$ cat config.mk
export PLATFORM = sky130hd
export DESIGN_NAME = stepper_step_dir_generator_top
export DESIGN_NICKNAME = d
export VERILOG_FILES = /design/src/rtl/sdg_pkg.sv /design/src/rtl/sdg_front.sv /design/src/rtl/sdg_divider.sv /design/src/rtl/sdg_back.sv /design/src/rtl/stepper_step_dir_generator_top.sv
export VERILOG_INCLUDE_DIRS = /design/src /design/src/rtl
export SDC_FILE = /design/constraint.sdc
export NUM_CORES = 1
export LEC_CHECK = 0
export BUFFER_PORTS_ARGS = -buffer_cell sky130_fd_sc_hd__buf_2
export CORE_UTILIZATION = 35
export CTS_CLUSTER_DIAMETER = 120
export DETAILED_ROUTE_END_ITERATION = 7
export SLEW_MARGIN = 20
export SYNTH_ARGS = -nofsm -noshare
export SYNTH_HDL_FRONTEND = slang
export SYNTH_SLANG_ARGS = --single-unit
$ cat constraint.sdc
create_clock -name clk -period 4.7 [get_ports clk]
set_clock_uncertainty 0.15 [all_clocks]
set_input_delay 0.235 -clock clk [delete_from_list [all_inputs] [get_ports clk]]
set_output_delay 0.235 -clock clk [all_outputs]
set_load 0.1 [all_outputs]
$ cat src/rtl/stepper_step_dir_generator_top_macros.svh
// assertion macros for the step/dir generator
`ifndef STEPPER_STEP_DIR_GENERATOR_TOP_MACROS_SVH
`define STEPPER_STEP_DIR_GENERATOR_TOP_MACROS_SVH

`ifndef SYNTHESIS
`define SDG_ASSERT_IMPLIES(lbl, clk, rst_n, ante, cons) \
	lbl: assert property (@(posedge clk) disable iff (!rst_n) (ante) |-> (cons)) \
		else $error("sdg assertion failed");
`define SDG_ASSERT_NEXT(lbl, clk, rst_n, ante, cons) \
	lbl: assert property (@(posedge clk) disable iff (!rst_n) (ante) |=> (cons)) \
		else $error("sdg assertion failed");
`else
`define SDG_ASSERT_IMPLIES(lbl, clk, rst_n, ante, cons)
`define SDG_ASSERT_NEXT(lbl, clk, rst_n, ante, cons)
`endif

`endif

$ cat src/rtl/sdg_pkg.sv
// shared types and constants of the step/dir generator
package sdg_pkg;

	localparam int unsigned QUEUE_DEPTH = 4;

	localparam logic [15:0] PERIOD_NUMERATOR = 16'd60000;
	localparam logic [14:0] PERIOD_MAX = 15'h7fff;
	localparam logic [5:0] FACTOR_RESET = 6'd1;

	localparam int unsigned DIVISOR_W = 22;
	localparam int unsigned QUOTIENT_W = 16;

	typedef enum logic [1:0] {
		MODE_STOP = 2'd0,
		MODE_CW   = 2'd1,
		MODE_CCW  = 2'd2
	} mode_t;

	typedef enum logic [2:0] {
		B_IDLE,
		B_MUL,
		B_START,
		B_WAIT,
		B_FIN
	} bstate_t;

	// classified command held in the queue
	typedef struct packed {
		logic        is_speed;
		logic        negative;
		logic        is_zero;
		logic [15:0] mag;
	} cmd_t;

	typedef struct packed {
		logic                 start;
		logic [DIVISOR_W-1:0] divisor;
	} div_req_t;

	typedef struct packed {
		logic                  done;
		logic [QUOTIENT_W-1:0] quotient;
	} div_rsp_t;

endpackage

$ cat src/rtl/sdg_front.sv
// input side: accepts items, classifies them and queues them for the back end
module sdg_front #(
	parameter int unsigned Depth = sdg_pkg::QUEUE_DEPTH
) (
	input  logic          clk,
	input  logic          arst_n,
	input  logic          s_axis_tvalid,
	output logic          s_axis_tready,
	input  logic [15:0]   s_axis_tdata,
	input  logic          s_axis_tuser,
	output logic          q_valid,
	output sdg_pkg::cmd_t q_cmd,
	input  logic          q_pop
);
	import sdg_pkg::*;

	localparam int unsigned IdxW = (Depth > 1) ? $clog2(Depth) : 1;
	localparam int unsigned CntW = $clog2(Depth + 1);

	cmd_t            mem_q [Depth];
	logic [IdxW-1:0] wr_ptr_q;
	logic [IdxW-1:0] rd_ptr_q;
	logic [CntW-1:0] count_q;
	cmd_t            cmd_in;
	logic            push;

	always_comb begin
		cmd_in.is_speed = s_axis_tuser;
		cmd_in.negative = s_axis_tdata[15];
		cmd_in.is_zero  = (s_axis_tdata == 16'd0);
		cmd_in.mag      = s_axis_tdata[15] ? 16'(~s_axis_tdata + 16'd1) : s_axis_tdata;
	end

	assign s_axis_tready = (count_q != CntW'(Depth));
	assign push          = s_axis_tvalid && s_axis_tready;
	assign q_valid       = (count_q != '0);
	assign q_cmd         = mem_q[rd_ptr_q];

	always_ff @(posedge clk) begin
		if (push) begin
			mem_q[wr_ptr_q] <= cmd_in;
		end
	end

	always_ff @(posedge clk or negedge arst_n) begin
		if (!arst_n) begin
			wr_ptr_q <= '0;
			rd_ptr_q <= '0;
			count_q  <= '0;
		end else begin
			if (push) begin
				if (wr_ptr_q == IdxW'(Depth - 1)) begin
					wr_ptr_q <= '0;
				end else begin
					wr_ptr_q <= wr_ptr_q + 1'b1;
				end
			end
			if (q_pop) begin
				if (rd_ptr_q == IdxW'(Depth - 1)) begin
					rd_ptr_q <= '0;
				end else begin
					rd_ptr_q <= rd_ptr_q + 1'b1;
				end
			end
			if (push && !q_pop) begin
				count_q <= count_q + 1'b1;
			end else if (!push && q_pop) begin
				count_q <= count_q - 1'b1;
			end
		end
	end

endmodule

$ cat src/rtl/sdg_divider.sv
// restoring divider of the fixed numerator by the speed term, one bit per cycle
module sdg_divider (
	input  logic              clk,
	input  logic              arst_n,
	input  sdg_pkg::div_req_t req,
	output sdg_pkg::div_rsp_t rsp
);
	import sdg_pkg::*;

	logic [DIVISOR_W-1:0]  divisor_q;
	logic [DIVISOR_W-1:0]  rem_q;
	logic [QUOTIENT_W-1:0] num_q;
	logic [QUOTIENT_W-1:0] quo_q;
	logic [4:0]            cnt_q;
	logic                  busy_q;
	logic                  done_q;
	logic [DIVISOR_W:0]    rem_sh;
	logic [DIVISOR_W:0]    rem_sub;
	logic                  ge;

	assign rem_sh  = {rem_q, num_q[QUOTIENT_W-1]};
	assign rem_sub = rem_sh - {1'b0, divisor_q};
	assign ge      = (rem_sh >= {1'b0, divisor_q});

	always_ff @(posedge clk) begin
		if (req.start) begin
			divisor_q <= req.divisor;
			rem_q     <= '0;
			num_q     <= PERIOD_NUMERATOR;
		end else if (busy_q) begin
			rem_q <= ge ? rem_sub[DIVISOR_W-1:0] : rem_sh[DIVISOR_W-1:0];
			num_q <= {num_q[QUOTIENT_W-2:0], 1'b0};
			quo_q <= {quo_q[QUOTIENT_W-2:0], ge};
		end
	end

	always_ff @(posedge clk or negedge arst_n) begin
		if (!arst_n) begin
			busy_q <= 1'b0;
			done_q <= 1'b0;
			cnt_q  <= '0;
		end else begin
			done_q <= 1'b0;
			if (req.start) begin
				busy_q <= 1'b1;
				cnt_q  <= 5'(QUOTIENT_W);
			end else if (busy_q) begin
				cnt_q <= cnt_q - 5'd1;
				if (cnt_q == 5'd1) begin
					busy_q <= 1'b0;
					done_q <= 1'b1;
				end
			end
		end
	end

	assign rsp.done     = done_q;
	assign rsp.quotient = quo_q;

endmodule

$ cat src/rtl/sdg_back.sv
// execution side: pulse counter, speed update sequencer and output register
`include "stepper_step_dir_generator_top_macros.svh"

module sdg_back (
	input  logic              clk,
	input  logic              arst_n,
	input  logic              cfg_valid,
	input  logic [5:0]        cfg_data,
	input  logic              q_valid,
	input  sdg_pkg::cmd_t     q_cmd,
	output logic              q_pop,
	output sdg_pkg::div_req_t div_req,
	input  sdg_pkg::div_rsp_t div_rsp,
	output logic              m_axis_tvalid,
	input  logic              m_axis_tready,
	output logic [7:0]        m_axis_tdata // pulse_level, direction_level, running, zero fill
);
	import sdg_pkg::*;

	bstate_t     state_q;
	bstate_t     state_d;
	logic [5:0]  factor_q;
	logic [15:0] cnt_q;
	logic [14:0] period_q;
	logic [13:0] high_q;
	mode_t       mode_q;
	logic        pulse_q;
	logic        dir_q;
	logic        neg_q;
	logic [15:0] mag_q;
	logic [DIVISOR_W-1:0] prod_q;
	logic        m_valid_q;
	logic [2:0]  m_data_q;

	logic        slot_free;
	logic        pop_tick;
	logic        pop_stop;
	logic        pop_speed;
	logic        mul_en;
	logic        div_start;
	logic        finish;
	logic        load_out;

	logic [15:0] cnt_inc;
	logic        pulse_next;
	logic [15:0] cnt_next;
	logic [14:0] q_sat;
	logic        pulse_new;
	logic        dir_new;
	mode_t       mode_new;

	assign slot_free = !m_valid_q || m_axis_tready;

	always_comb begin
		state_d = state_q;
		case (state_q)
			B_IDLE: begin
				if (q_valid && slot_free && q_cmd.is_speed && !q_cmd.is_zero) begin
					state_d = B_MUL;
				end
			end
			B_MUL:   state_d = B_START;
			B_START: state_d = B_WAIT;
			B_WAIT: begin
				if (div_rsp.done) begin
					state_d = B_FIN;
				end
			end
			B_FIN: begin
				if (slot_free) begin
					state_d = B_IDLE;
				end
			end
			default: state_d = B_IDLE;
		endcase
	end

	always_comb begin
		pop_tick  = 1'b0;
		pop_stop  = 1'b0;
		pop_speed = 1'b0;
		mul_en    = 1'b0;
		div_start = 1'b0;
		finish    = 1'b0;
		case (state_q)
			B_IDLE: begin
				if (q_valid && slot_free) begin
					pop_tick  = !q_cmd.is_speed;
					pop_stop  = q_cmd.is_speed && q_cmd.is_zero;
					pop_speed = q_cmd.is_speed && !q_cmd.is_zero;
				end
			end
			B_MUL:   mul_en = 1'b1;
			B_START: div_start = 1'b1;
			B_WAIT:  ;
			B_FIN:   finish = slot_free;
			default: ;
		endcase
	end

	assign q_pop    = pop_tick || pop_stop || pop_speed;
	assign load_out = pop_tick || pop_stop || finish;

	assign div_req.start   = div_start;
	assign div_req.divisor = prod_q;

	// tick arithmetic
	assign cnt_inc    = cnt_q + 16'd1;
	assign pulse_next = (cnt_inc <= {2'b00, high_q});
	assign cnt_next   = (cnt_inc >= {1'b0, period_q}) ? 16'd0 : cnt_inc;

	assign q_sat = div_rsp.quotient[15] ? PERIOD_MAX : div_rsp.quotient[14:0];

	always_comb begin
		pulse_new = pulse_q;
		dir_new   = dir_q;
		mode_new  = mode_q;
		if (pop_tick && (mode_q != MODE_STOP)) begin
			pulse_new = pulse_next;
		end
		if (pop_stop) begin
			mode_new = MODE_STOP;
		end
		if (finish) begin
			dir_new  = neg_q;
			mode_new = neg_q ? MODE_CCW : MODE_CW;
		end
	end

	always_ff @(posedge clk) begin
		if (pop_speed) begin
			mag_q <= q_cmd.mag;
			neg_q <= q_cmd.negative;
		end
		if (mul_en) begin
			prod_q <= {6'd0, mag_q} * {16'd0, factor_q};
		end
		if (load_out) begin
			m_data_q <= {(mode_new != MODE_STOP), dir_new, pulse_new};
		end
	end

	always_ff @(posedge clk or negedge arst_n) begin
		if (!arst_n) begin
			state_q   <= B_IDLE;
			factor_q  <= FACTOR_RESET;
			cnt_q     <= '0;
			period_q  <= '0;
			high_q    <= '0;
			mode_q    <= MODE_STOP;
			pulse_q   <= 1'b0;
			dir_q     <= 1'b0;
			m_valid_q <= 1'b0;
		end else begin
			state_q <= state_d;
			if (cfg_valid) begin
				factor_q <= cfg_data;
			end
			if (pop_tick && (mode_q != MODE_STOP)) begin
				cnt_q <= cnt_next;
			end
			if (finish) begin
				period_q <= q_sat;
				high_q   <= q_sat[14:1];
			end
			mode_q  <= mode_new;
			pulse_q <= pulse_new;
			dir_q   <= dir_new;
			if (load_out) begin
				m_valid_q <= 1'b1;
			end else if (m_axis_tready) begin
				m_valid_q <= 1'b0;
			end
		end
	end

	assign m_axis_tvalid = m_valid_q;
	assign m_axis_tdata  = {5'd0, m_data_q};

	`SDG_ASSERT_IMPLIES(a_high_half, clk, arst_n, 1'b1, high_q == period_q[14:1])
	`SDG_ASSERT_IMPLIES(a_div_done, clk, arst_n, div_rsp.done, state_q == B_WAIT)
	`SDG_ASSERT_NEXT(a_run_flag, clk, arst_n, load_out, m_data_q[2] == (mode_q != MODE_STOP))

endmodule

$ cat src/rtl/stepper_step_dir_generator_top.sv
// top level of the stepper step/dir pulse generator
// Each input transfer is either a timer tick (tuser 0) or a new speed in rpm (tuser 1, tdata
// signed) and yields exactly one output transfer with the pulse, direction and running
// levels after that item. A tick is handled directly in the idle state of the back end.
// A nonzero speed holds the back end through the queue pop, the multiply, the divider
// start, the 16 steps of the restoring divider, its done flag and the commit, which waits
// for a free output register. A small input queue keeps taking items while a speed
// update is in progress, and the output register holds a finished result until it is
// taken. The microstep factor is written through the cfg channel, which is always ready.
module stepper_step_dir_generator_top #(
	parameter int unsigned QueueDepth = sdg_pkg::QUEUE_DEPTH
) (
	input  logic        clk,
	input  logic        arst_n,
	input  logic        s_axis_tvalid,
	output logic        s_axis_tready,
	input  logic [15:0] s_axis_tdata,  // speed_rpm
	input  logic        s_axis_tuser,  // kind
	output logic        m_axis_tvalid,
	input  logic        m_axis_tready,
	output logic [7:0]  m_axis_tdata,  // pulse_level, direction_level, running, zero fill
	input  logic        cfg_valid,
	output logic        cfg_ready,
	input  logic [5:0]  cfg_data
);
	import sdg_pkg::*;

	logic     q_valid;
	cmd_t     q_cmd;
	logic     q_pop;
	div_req_t div_req;
	div_rsp_t div_rsp;

	assign cfg_ready = 1'b1;

	sdg_front #(
		.Depth(QueueDepth)
	) u_front (
		.clk           (clk),
		.arst_n        (arst_n),
		.s_axis_tvalid (s_axis_tvalid),
		.s_axis_tready (s_axis_tready),
		.s_axis_tdata  (s_axis_tdata),
		.s_axis_tuser  (s_axis_tuser),
		.q_valid       (q_valid),
		.q_cmd         (q_cmd),
		.q_pop         (q_pop)
	);

	sdg_divider u_div (
		.clk    (clk),
		.arst_n (arst_n),
		.req    (div_req),
		.rsp    (div_rsp)
	);

	sdg_back u_back (
		.clk           (clk),
		.arst_n        (arst_n),
		.cfg_valid     (cfg_valid),
		.cfg_data      (cfg_data),
		.q_valid       (q_valid),
		.q_cmd         (q_cmd),
		.q_pop         (q_pop),
		.div_req       (div_req),
		.div_rsp       (div_rsp),
		.m_axis_tvalid (m_axis_tvalid),
		.m_axis_tready (m_axis_tready),
		.m_axis_tdata  (m_axis_tdata)
	);

endmodule

==> results by group <==
Outcome
  • Status: completed

Global route
  • Pin count of the biggest net entering global routing: 60
  • Total gr overflow: 0
  • Number of global-route vias before repair: a little over 9,000
  • Antenna violations before repair: 1
  • Met2 Track Usage GR: 21.9%
  • First-pass GRT wire length: approximately 46 mm
  • Overall global routing resource usage: 13.3%
  • Met1 Use GR: a little under a fifth
  • M3 GR Usage: around 1.5%
  • Gr busiest metal: met2

Worst setup path
  • Worst Path Required: 4830 ps
  • Crit-path max FO: 6
  • Critical path launch point type: flop
  • Nature of the critical path endpoint: flop
  • Crit path arrival time: 4650 ps
  • Setup CP Type: flop to flop

Layout
  • Core Util, Final: 41.2%
  • Non-Filler Instances: about 1,900
  • P&R area growth vs syn: 14.8%
  • Layout cells sized above 1: approximately 12%
  • Nets: approximately 1,500

Logic synthesis
  • Async S/R FF share, synth: 23.8%
  • Synth cell types: just under 70
  • Synthesis-stage register bit count: approximately 250
  • Average cell area after synthesis: 11.5 um^2
  • Xor/xnor share of the synthesized area: about 3.9%
  • Post-synthesis simple-gate area fraction: roughly an eighth
  • Cells after Synth: between 1,000 and 1,500
  • Largest family of logic cells by synthesized area: adder cells
  • Mux cell area share after synthesis: under 10%
  • Ys flop type: edfxtp_1
  • YS warnings: 0
  • Post-synthesis sequential area ratio: between 40% and 50%
  • Post-synthesis adder-cell area fraction: between 10% and 20%
  • EDFF count, synth: between 150 and 200
  • Mapped cell area: about 14,000 um^2
  • Compound-cell area share of the yosys netlist: under 10%

Clock network
  • CTS HTree Levels: 1
  • Clock root cell: clkbuf_16
  • Clk slew on worst S/H paths: 60 ps
  • Worst skew pair latency: 530 ps
  • CTS tree: built
  • TritonCTS Buffers: 26
  • Bufs on Longest Clock Path: 3
  • CTS Sinks: around 250

Die
  • Core footprint: between 40,000 and 50,000 um^2
  • Initial core utilization: between 30% and 40%
  • # rows: 73
  • Die Area: between 40,000 and 50,000 um^2
  • Die Ht: roughly 200 um
  • Die width: a little over 200 um
  • I/O pin count: 39

STA
  • Count of pins over their slew limit: 0
  • Setup TNS: 0 ps
  • Hold Slack: 32.1 ps
  • Fmax: about 0.22 GHz
  • Slew headroom: between 20 and 30%
  • Worst-Margin Slew: roughly 1100 ps
  • RSZ-0062 raised after global routing: true
  • # setup viols final: 0
  • Hold Fails Final Rpt: 0
  • Tcrit/Tclk final: 96.2%
  • Post-route minimum period: 4520 ps

Route
  • Drt pass-1 iters: 5
  • DRC Markers: 0
  • Via Count: between 9,000 and 10,000
  • WL/cell: around 14 um
  • DRT antenna net count: 0
  • Initial detailed-routing violation count: 385
  • Routed wire length: between 20 and 30 mm
  • Vias per cell: 4.89

Power and ir drop
  • Max VDD drop: about 0.45 mV
  • Pwr dens: roughly 560 nW/um^2
  • Overall Power: slightly above 9 mW
  • Leak: just over 7 nW

Min path
  • Hold Path Class: primary input to flop

Placed design
  • Post-Place Cells: between 1,500 and 2,000
  • Routability cong.: slightly above 0.8
  • Post-DP HPWL: about 20 mm
  • I/O Buffers: 32

Flow run
  • Max cap viols: 0
[layer usage]
metal	share of wire [%]	wire length, um	vias up
met3	2.4	655	36
met1	49	13200	4477
li1	-	-	4539
met4	1.9	509	0
met5	0	0	-
met2	47	12800	117
[path summary, 6_finish.rpt]
check	slack [ps]	to	from	cells after the start
worst min-delay path	30	u_front.mem_q[1][3]$_DFFE_PP_	s_axis_tdata[3]	2
max in group asynchronous	3550	u_div.busy_q$_DFF_PN0_	arst_n	3
worst max-delay path	180	u_back.prod_q[19]$_DFFE_PP_	u_back.factor_q[5]$_DFFE_PN0P_	14
worst max register to register	180	u_back.prod_q[19]$_DFFE_PP_	u_back.factor_q[5]$_DFFE_PN0P_	14
worst min register to register	260	u_div.divisor_q[9]$_DFFE_PP_	u_back.prod_q[9]$_DFFE_PP_	0
min in group asynchronous	260	u_back.cnt_q[15]$_DFFE_PN0P_	arst_n	3
[cell usage after synthesis (6+ instances only)]
cell	n	share of area, %
a211oi_1	10	0.52
a21o_1	20	1.0
a21oi_1	60	2.1
a22o_1	11	0.67
and2_1	90	3.9
and3_1	11	0.48
buf_4	7	0.37
clkbuf_1	27	0.70
dfrtp_1	58	10
dfxtp_1	33	4.6
edfxtp_1	156	33
fa_1	59	8.2
ha_1	91	7.9
inv_1	132	3.4
mux2_2	10	0.78
mux2i_1	28	1.9
mux4_2	19	3.0
nand2_1	66	1.7
nand2b_1	16	0.70
nand3_1	17	0.59
nand4_1	10	0.43
nor2_1	45	1.2
nor2b_1	15	0.65
nor3_1	34	1.2
nor4_1	6	0.26
o21a_1	6	0.31
o21ai_0	66	2.3
xnor2_1	42	2.6
xor2_1	22	1.3
[through the flow]
stage	setup WS [ps]	instance area (um^2)
3_5_place_dp	1.75	15200
4_1_cts	2.94	16400
2_1_floorplan	50.4	14400
5_1_grt	-54.5	16500
6_report	178	16500
3_3_place_gp	60.8	15200
[worst max-delay path: stages, from the launching register on]
cell,delay [ps]
dfrtp_2,440
buf_4,160
and2_1,150
fa_1,520
fa_1,540
inv_1,50
fa_1,520
inv_1,40
ha_1,230
nor3_1,350
a21oi_2,130
or4_4,500
a31o_2,240
a21oi_1,170
xnor2_1,80
[area by class of cell]
cell class	count	area, um^2
tap	525	657
inverter	134	503
clock inverter	8	68.8
timing repair buffer	91	686
sequential	248	6830
antenna	1	2.50
fill	3737	23600
multi-input combinational	829	6950
clock buffer	40	818
[timing repair]
action,CTS,global route
hold buffers,28,0
gates resized for setup,0,18
endpoints found under the setup margin,0,5
setup buffers,0,8
endpoints found under the hold margin,130,0
[power breakdown]
part           internal, mW  leakage (nW)  switching [mW]
Sequential             3.06          2.40           0.336
Clock                  1.25         0.447           0.827
Combinational          1.67          4.26            2.06
Total                  5.98          7.10            3.23
[registers in the layout, summed over array words and instances (netlist names), 3 cells and up]
register / cells
u_div.cnt_q: 5
u_back.period_q: 15
u_div.quo_q: 16
u_back.prod_q: 22
u_back.factor_q: 6
u_back.state_q: 3
u_back.m_data_q: 3
u_front.count_q: 3
u_div.rem_q: 22
u_front.mem_q: 76
u_div.num_q: 11
u_back.mag_q: 16
u_div.divisor_q: 22
u_back.cnt_q: 16
[cells in the final DEF, fill, tap and decap left out, drive strengths merged, types with 18 or more instances in the layout]
cell type    instances
edfxtp             156
inv                134
and2                91
ha                  91
o21ai               69
nand2               66
buf                 63
a21oi               60
fa                  59
dfrtp               58
nor2                46
xnor2               42
clkbuf              40
nor3                34
dfxtp               33
mux2i               28
dlygate4sd3         28
xor2                22
a21o                20
mux4                19
nand3               18
[kinds of logic after synthesis]
logic type,after synthesis
flip-flops,248
multiplexers,57
other,2
AO/OA/AOI/OAI,217
adder cells (fa/ha/maj),150
buffers and inverters,174
AND/OR/NAND/NOR,335
XOR/XNOR,64
No activity file was read; power rests on OpenSTA's default activity.
